File: src/hdl/sss_pkg.sv
// Shared constants, tables and types of the shoot silhouette shading pipeline.
`timescale 1ns / 1ps
`default_nettype none
package sss_pkg;

  // Iteration count of the CORDIC and of the exp series
  localparam int unsigned APPROX_STEPS = 16;

  // Field widths
  localparam int unsigned ANGLE_W = 15;
  localparam int unsigned FIELD_W = 16;
  localparam int unsigned KQ_W    = 14;
  localparam int unsigned P_W     = 32;
  localparam int unsigned KP_W    = 46;
  localparam int unsigned TRIG_W  = 17;
  localparam int unsigned CW      = 34;
  localparam int unsigned SACU_W  = 35;
  localparam int unsigned SAC_W   = 36;
  localparam int unsigned X_W     = 30;
  localparam int unsigned OM_W    = 25;
  localparam int unsigned NUM_W   = 60;
  localparam int unsigned SHADE_W = 16;
  localparam int unsigned OUTC_W  = 2;

  // Stage counts
  localparam int unsigned CORDIC_LAT = APPROX_STEPS + 2;
  localparam int unsigned EXP_LAT    = 9 + 3 * APPROX_STEPS;
  localparam int unsigned DIV2_STEPS = SHADE_W;

  // Fixed-point constants
  localparam logic signed [CW-1:0] HALF_PI_Q30 = 34'sd1686629713;
  localparam logic signed [CW-1:0] PI_Q30      = 34'sd3373259426;
  localparam logic signed [CW-1:0] GAIN_Q30    = 34'sd652032874;
  localparam logic [17:0]          PI_Q16      = 18'd205887;
  localparam logic [23:0]          LN2_Q24     = 24'd11629080;
  localparam logic [30:0]          ONE_Q30     = 31'h4000_0000;

  // Inclination steps: upper angle limit and extinction coefficient
  localparam int unsigned K_STEPS = 9;
  localparam logic [ANGLE_W-1:0] INCL_LIMIT [K_STEPS] = '{
    15'd2830, 15'd5690, 15'd8550, 15'd11409, 15'd14269,
    15'd17128, 15'd19988, 15'd22847, 15'd25735
  };
  localparam logic [KQ_W-1:0] K_Q16 [K_STEPS] = '{
    14'd15073, 14'd14090, 14'd13107, 14'd12452, 14'd11796,
    14'd11272, 14'd11010, 14'd11141, 14'd12059
  };

  typedef enum logic [OUTC_W-1:0] {
    OUT_NORMAL       = 2'd0,
    OUT_ZERO_FOLIAGE = 2'd1,
    OUT_ZERO_AREA    = 2'd2
  } outcome_e;

  // First step whose limit is not exceeded; zero above the last limit
  function automatic logic [KQ_W-1:0] kq_lookup(input logic [ANGLE_W-1:0] ang);
    logic [KQ_W-1:0] k;
    logic            found;
    k     = '0;
    found = 1'b0;
    for (int i = 0; i < K_STEPS; i++) begin
      if (!found && ang <= INCL_LIMIT[i]) begin
        k     = K_Q16[i];
        found = 1'b1;
      end
    end
    return k;
  endfunction

  // Truncated Q30 arctangent of 2^-i
  function automatic logic signed [CW-1:0] atan_q30(input int unsigned i);
    logic signed [CW-1:0] a;
    unique case (i)
      0:  a = 34'sh3243F6A8;
      1:  a = 34'sh1DAC6705;
      2:  a = 34'sh0FADBAFC;
      3:  a = 34'sh07F56EA6;
      4:  a = 34'sh03FEAB76;
      5:  a = 34'sh01FFD55B;
      6:  a = 34'sh00FFFAAA;
      7:  a = 34'sh007FFF55;
      8:  a = 34'sh003FFFEA;
      9:  a = 34'sh001FFFFD;
      10: a = 34'sh000FFFFF;
      11: a = 34'sh0007FFFF;
      12: a = 34'sh0003FFFF;
      13: a = 34'sh0001FFFF;
      14: a = 34'sh0000FFFF;
      15: a = 34'sh00007FFF;
      16: a = 34'sh00003FFF;
      17: a = 34'sh00001FFF;
      18: a = 34'sh00000FFF;
      19: a = 34'sh000007FF;
      20: a = 34'sh000003FF;
      21: a = 34'sh000001FF;
      22: a = 34'sh000000FF;
      23: a = 34'sh0000007F;
      default: a = '0;
    endcase
    return a;
  endfunction

endpackage
`default_nettype wire

File: src/hdl/sss_cordic.sv
// Pipelined rotation-mode CORDIC giving |cos|, sin and the cos sign in Q16.
`timescale 1ns / 1ps
`default_nettype none
module sss_cordic import sss_pkg::*; (
  input  logic               clk_i,
  input  logic               en_i,
  input  logic [ANGLE_W-1:0] angle_i,
  output logic [TRIG_W-1:0]  cos_mag_o,
  output logic [TRIG_W-1:0]  sin_o,
  output logic               cos_neg_o
);

  typedef struct packed {
    logic signed [CW-1:0] x;
    logic signed [CW-1:0] y;
    logic signed [CW-1:0] z;
    logic                 flip;
  } cst_t;

  cst_t st_q [APPROX_STEPS+1];

  logic signed [CW-1:0] z0;
  logic                 flip0;

  // Q16 rounding with clamp to [0, 1]
  function automatic logic [TRIG_W-1:0] to_q16(input logic signed [CW-1:0] v);
    logic signed [CW:0] t;
    logic [TRIG_W-1:0]  r;
    t = ($signed({v[CW-1], v}) + 35'sd8192) >>> 14;
    if (t < 0) begin
      r = '0;
    end else if (t > 35'sd65536) begin
      r = 17'd65536;
    end else begin
      r = t[TRIG_W-1:0];
    end
    return r;
  endfunction

  // Reflect angles above pi/2
  assign z0    = $signed({3'b000, angle_i, 16'h0000});
  assign flip0 = z0 > HALF_PI_Q30;

  always_ff @(posedge clk_i) begin
    if (en_i) begin
      st_q[0].x    <= GAIN_Q30;
      st_q[0].y    <= '0;
      st_q[0].z    <= flip0 ? PI_Q30 - z0 : z0;
      st_q[0].flip <= flip0;
    end
  end

  // One micro-rotation per stage
  for (genvar i = 0; i < APPROX_STEPS; i++) begin : g_iter
    logic signed [CW-1:0] dx, dy;
    assign dx = st_q[i].y >>> i;
    assign dy = st_q[i].x >>> i;
    always_ff @(posedge clk_i) begin
      if (en_i) begin
        st_q[i+1].flip <= st_q[i].flip;
        if (st_q[i].z >= 0) begin
          st_q[i+1].x <= st_q[i].x - dx;
          st_q[i+1].y <= st_q[i].y + dy;
          st_q[i+1].z <= st_q[i].z - atan_q30(i);
        end else begin
          st_q[i+1].x <= st_q[i].x + dx;
          st_q[i+1].y <= st_q[i].y - dy;
          st_q[i+1].z <= st_q[i].z + atan_q30(i);
        end
      end
    end
  end

  // Round to Q16
  always_ff @(posedge clk_i) begin
    if (en_i) begin
      cos_mag_o <= to_q16(st_q[APPROX_STEPS].x);
      sin_o     <= to_q16(st_q[APPROX_STEPS].y);
      cos_neg_o <= st_q[APPROX_STEPS].flip;
    end
  end

endmodule
`default_nettype wire

File: config.mk
export PLATFORM = sky130hd
export DESIGN_NAME = sss_cordic
export DESIGN_NICKNAME = d
export VERILOG_FILES = /design/src/hdl/sss_pkg.sv /design/src/hdl/sss_cordic.sv
export SDC_FILE = /design/constraint.sdc
export NUM_CORES = 2
export LEC_CHECK = 0
export BUFFER_PORTS_ARGS = -buffer_cell sky130_fd_sc_hd__buf_2
export CAP_MARGIN = 20
export CORE_MARGIN = 5
export CORE_UTILIZATION = 60
export CTS_CLUSTER_SIZE = 28
export DETAILED_ROUTE_END_ITERATION = 8
export PLACE_DENSITY = 0.83
export SLEW_MARGIN = 20
export SYNTH_ARGS = -nofsm -noshare
export SYNTH_HDL_FRONTEND = slang
export SYNTH_SLANG_ARGS = --single-unit
File: constraint.sdc
create_clock -name clk_i -period 10.2 [get_ports clk_i]
set_input_delay 0.51 -clock clk_i [delete_from_list [all_inputs] [get_ports clk_i]]
set_output_delay 0.51 -clock clk_i [all_outputs]
set_load 0.02 [all_outputs]
# == Yosys cells after proc, flatten, opt, wreduce, memory -nomap -nowiden ==
# Memories as Yosys holds them, arrays and structs flattened.
# Cells that the tools add are included.
# word_totals
inputBits,17
ram_bits,1751
register_bits,35
word_cells,324
mem_count,1
out_inout_bits,35
# classes
n_lt_le_gt_ge,21
bitwise,48
reduce_logical,2
addsub,98
muxes,149
# memory_table
name,depth,width,read_ports,rd_ports_with_merged_regs,wr,line_no,source
st_q,17,103,17,0,17,sss_cordic.sv:20,cst_t st_q [APPROX_STEPS+1];
# ops
operator,count
34-bit two-way mux,49
34-bit by 1-bit greater-or-equal comparator with 1-bit output (second input constant),16
1-bit two-way mux,98
34-bit by 15-bit adder with 35-bit output (second input constant),2
34-bit by 19-bit adder with 34-bit output,2
34-bit by 20-bit adder with 34-bit output,2
34-bit by 21-bit adder with 34-bit output,2
34-bit by 22-bit adder with 34-bit output,2
34-bit by 23-bit adder with 34-bit output,2
34-bit by 24-bit adder with 34-bit output,2
34-bit by 25-bit adder with 34-bit output,2
34-bit by 26-bit adder with 34-bit output,2
34-bit by 27-bit adder with 34-bit output,2
34-bit by 28-bit adder with 34-bit output,2
34-bit by 29-bit adder with 34-bit output,2
34-bit by 30-bit adder with 34-bit output,2
34-bit by 31-bit adder with 34-bit output,2
34-bit by 32-bit adder with 34-bit output,2
34-bit by 33-bit adder with 34-bit output,2
34-bit by 19-bit subtractor with 34-bit output,2
34-bit by 20-bit subtractor with 34-bit output,2
34-bit by 21-bit subtractor with 34-bit output,2
34-bit by 22-bit subtractor with 34-bit output,2
34-bit by 23-bit subtractor with 34-bit output,2
51 further kinds,113

# == Longest topological paths before layout ==
# An unclocked memory read counts as a cell.
# logic_depth
ltp_word,6
mapped_depth,23
mapped_depth_nobuf,22

# == Worst setup path before layout ==
# No wires, ideal clock.
# synth_timing
kind,input port to flip-flop
startpoint,input en_i
endpoint,memory st_q[6][101] (netlist name) (data pin)
required_time_ps,9938
n_path_buf,5
setup_ps,262
setup_slack_ps,4528
stages,21
arrival_ps,5410
cell_sequence,clkbuf_1 clkbuf_1 clkbuf_1 nand2_1 inv_1 clkbuf_1 buf_1 nor2_1 xor2_1 ha_1 a21o_1 a21oi_2 o21a_1 o31a_1 o21ai_1 a221o_1 a31o_2 a221o_1 a311oi_2 a21oi_1 xor2_1
# synth_lines
item,line_no,source
"start, declared",sss_cordic.sv:6,"input logic en_i,"
"end, declared",sss_cordic.sv:20,

==> results_dict.tcl <==
set metrics [dict create \
    whs_ns 0.0829 \
    hold_path.class "in2reg" \
    syn_to_final_growth_pct 7.27 \
    clock-sinks 1442 \
    rows 164 \
    grt.total_usage_pct 27.6 \
    finClkSkew_ns 0.0330 \
    final_cell_mix "edfxtp_1, ha_1, a21oi_1" \
    core_area_um2 199000 \
    drtPass1Iterations 6 \
    hp-start "angle_i[13]" \
    fp.dieW_um 457 \
    ioPinCount 52 \
    final_layout_size_suffix_gt1_share_pct 4.22 \
    yosysWarnings 0 \
    wirelength_um 299000 \
    fill_cells 15700 \
    root_buffer "clkbuf_16" \
    cap_violations 0 \
    worst_pin_slew_ns 1.11 \
    final_nets 13800 \
    clk_latency_ns 0.86 \
    setup_violations 0 \
    ant_nets 0 \
    critPathKind "reg2reg" \
    crit_path_cell_trace "nand2_1 -> buf_4 -> clkinv_1 -> buf_4 -> nor2_1 -> xor2_1 -> ha_1 -> a21o_1 -> a21oi_1 -> o21ai_0 -> a31o_2 -> a2111oi_2 -> o311ai_0 -> a41oi_1 -> o21a_1 -> o21ai_0 -> a21oi_1 -> xnor2_1" \
    critPathTopFamily "compound AO/OA/AOI/OAI gates" \
    place_congestion 0.966 \
    drt_iter0_drc 8084 \
    port_buffers 51 \
    wire_per_inst_um 19.6 \
    num_vias 95300 \
    cp-start-kind "register" \
    seq_area_frac_synth_pct 36.2 \
    path_buf_inv 3 \
    finalHoldViolations 0 \
    crit_fanout 42 \
    worstPathArrival_ns 6.39 \
    numCtsBuffers 165 \
    grt_first_pass_wirelength_um 478000 \
    slew_headroom_pct 24.8 \
    synth_nets 13800 \
    grt_max_degree 176 \
    grt_pass1_vias 92100 \
    ys_seq_elements 1442 \
    cts.path.max_buffers 3 \
    mostFrequentLayoutCell "edfxtp_1" \
    fin_crit_sh_pct 56.9 \
    drv_slew 0 \
    tritoncts "done" \
    synth_flop_cell "edfxtp_1" \
    crit_slowest_cell "clkinv_1" \
    dieArea_um2 208000 \
    overflow 0 \
    syn_area_um2 120000 \
    start_util_pct 60.1 \
    crit_start "st_q[11][34]$_DFFE_PP_" \
    end_kind "register" \
    drc_errors 0 \
    fin_tns_setup_ns 0 \
    via_per_inst 6.27 \
    antenna_found_initial 6 \
    htree_levels 4 \
    syn_avg_cell_area_um2 9.69 \
    ys_async_sr_fraction_pct 0 \
    cts-resized-gates 0 \
    die_y_um 457 \
    required_ns 10.79 \
    final.min_clock_period_ns 5.80 \
    fmax_mhz 172 \
    synth.distinct_cells 99 \
    rsz0062_at_grt "no" \
    dpl.hpwl_um 231000 \
    r2r_start "st_q[11][34]$_DFFE_PP_" \
    synthCells 12400 \
    synth_edf_count 1442 \
    status "complete, no violations" \
    slowest_delay_ns 0.65 \
    clkTransAtPathRegs_ns 0.06 \
]
-- worst register-to-register path, stage by stage, from the launching register on --
cell       delay (ns)
edfxtp_1         0.39
nand2_1          0.08
buf_4            0.46
clkinv_1         0.66
buf_4            0.49
nor2_1           0.24
xor2_1           0.18
ha_1             0.28
a21o_1           0.19
a21oi_1          0.24
o21ai_0          0.15
a31o_2           0.28
a2111oi_2        0.63
o311ai_0         0.32
a41oi_1          0.43
o21a_1           0.18
o21ai_0          0.08
a21oi_1          0.18
xnor2_1          0.08
-- through the flow --
step | utilization (%) | instance area, um^2 | worst slack [ns] | cells
2_1_floorplan | - | 120000 | 4.53 | 12400
3_3_place_gp | 61.7 | 123000 | 3.79 | 14900
3_5_place_dp | 61.7 | 123000 | 3.70 | 14900
4_1_cts | 64.5 | 128000 | 4.50 | 15200
5_1_grt | 64.5 | 128000 | 4.00 | 15200
6_report | 64.5 | 128000 | 4.40 | 15200
-- flip-flops by register name, indices dropped and copies added (netlist names) --
| register | flops |
|---|---|
| st_q | 1407 |
| cos_neg_o | 1 |
| sin_o | 17 |
| cos_mag_o | 17 |
-- area by class of cell --
type	instances	area, um^2	share of cell area, %
Clock buffer	190	4270	3.32
Sequential cell	1442	43300	33.7
Clock inverter	114	1080	0.845
Antenna cell	1	2.50	0.00195
Timing Repair Buffer	114	813	0.634
Tap cell	2656	3320	2.59
Multi-Input combinational cell	10200	73800	57.5
Inverter	481	1810	1.41
-- synthesized netlist by cell type (all sizes together), types with 66 or more instances --
library cell  number  area share (%)
a211oi           119            0.76
a21o             675             4.2
a21oi           1262             5.3
a31oi            100            0.52
and2              67            0.35
and3             117            0.61
clkbuf           174            0.55
edfxtp          1442              36
ha              1352              14
inv              476             1.5
nand2            679             2.1
nand2b           223             1.2
nand3            220            0.92
nand4             94            0.49
nor2             963             3.0
nor2b            178            0.93
nor3             305             1.3
nor4              71            0.38
o21a             205             1.3
o21ai            654             2.7
o21bai           154            0.97
o31ai            130            0.82
o41ai             66            0.53
or3               81            0.42
xnor2           1189             8.7
xor2             611             4.5
-- repair_timing --
action | in CTS | in global routing
hold endpoints to repair | 14 | 0
setup buffers | 0 | 0
hold buffers | 13 | 0
-- final timing paths --
check,to,slack (ns),depth (start not counted)
hold / removal,st_q[0][29]$_DFFE_PP_,0.08,3
setup reg to reg,st_q[12][101]$_DFFE_PP_,4.40,18
setup / recovery,st_q[12][101]$_DFFE_PP_,4.40,18
hold reg to reg,st_q[6][0]$_DFFE_PP_,0.42,0
-- logic make-up (layout without fill, tap and decap cells) --
group	after synthesis	in the layout	share of synthesized area (%)
AOI/OAI and AO/OA	3768	3768	20.2
and+or+nand+nor	3170	3170	12.8
xor gates and xnor gates	1800	1800	13.2
DFF	1442	1442	36.2
adders and majority gates	1384	1384	14.7
buffers and inverters	694	899	2.18
muxes	93	93	0.822
other	1	2	0.00313
-- routing by layer --
metal  vias up  GRT usage [%]  wire length [um]
met5         -              0                13
met4         2           10.7             11800
met3       747           3.65             18200
met2      3312           47.7            143000
met1     45200           35.3            126000
li1      46100              -                 -
Power is not shown: default switching activity piles up to over one toggle a cycle in this logic, so the estimate is an artifact.
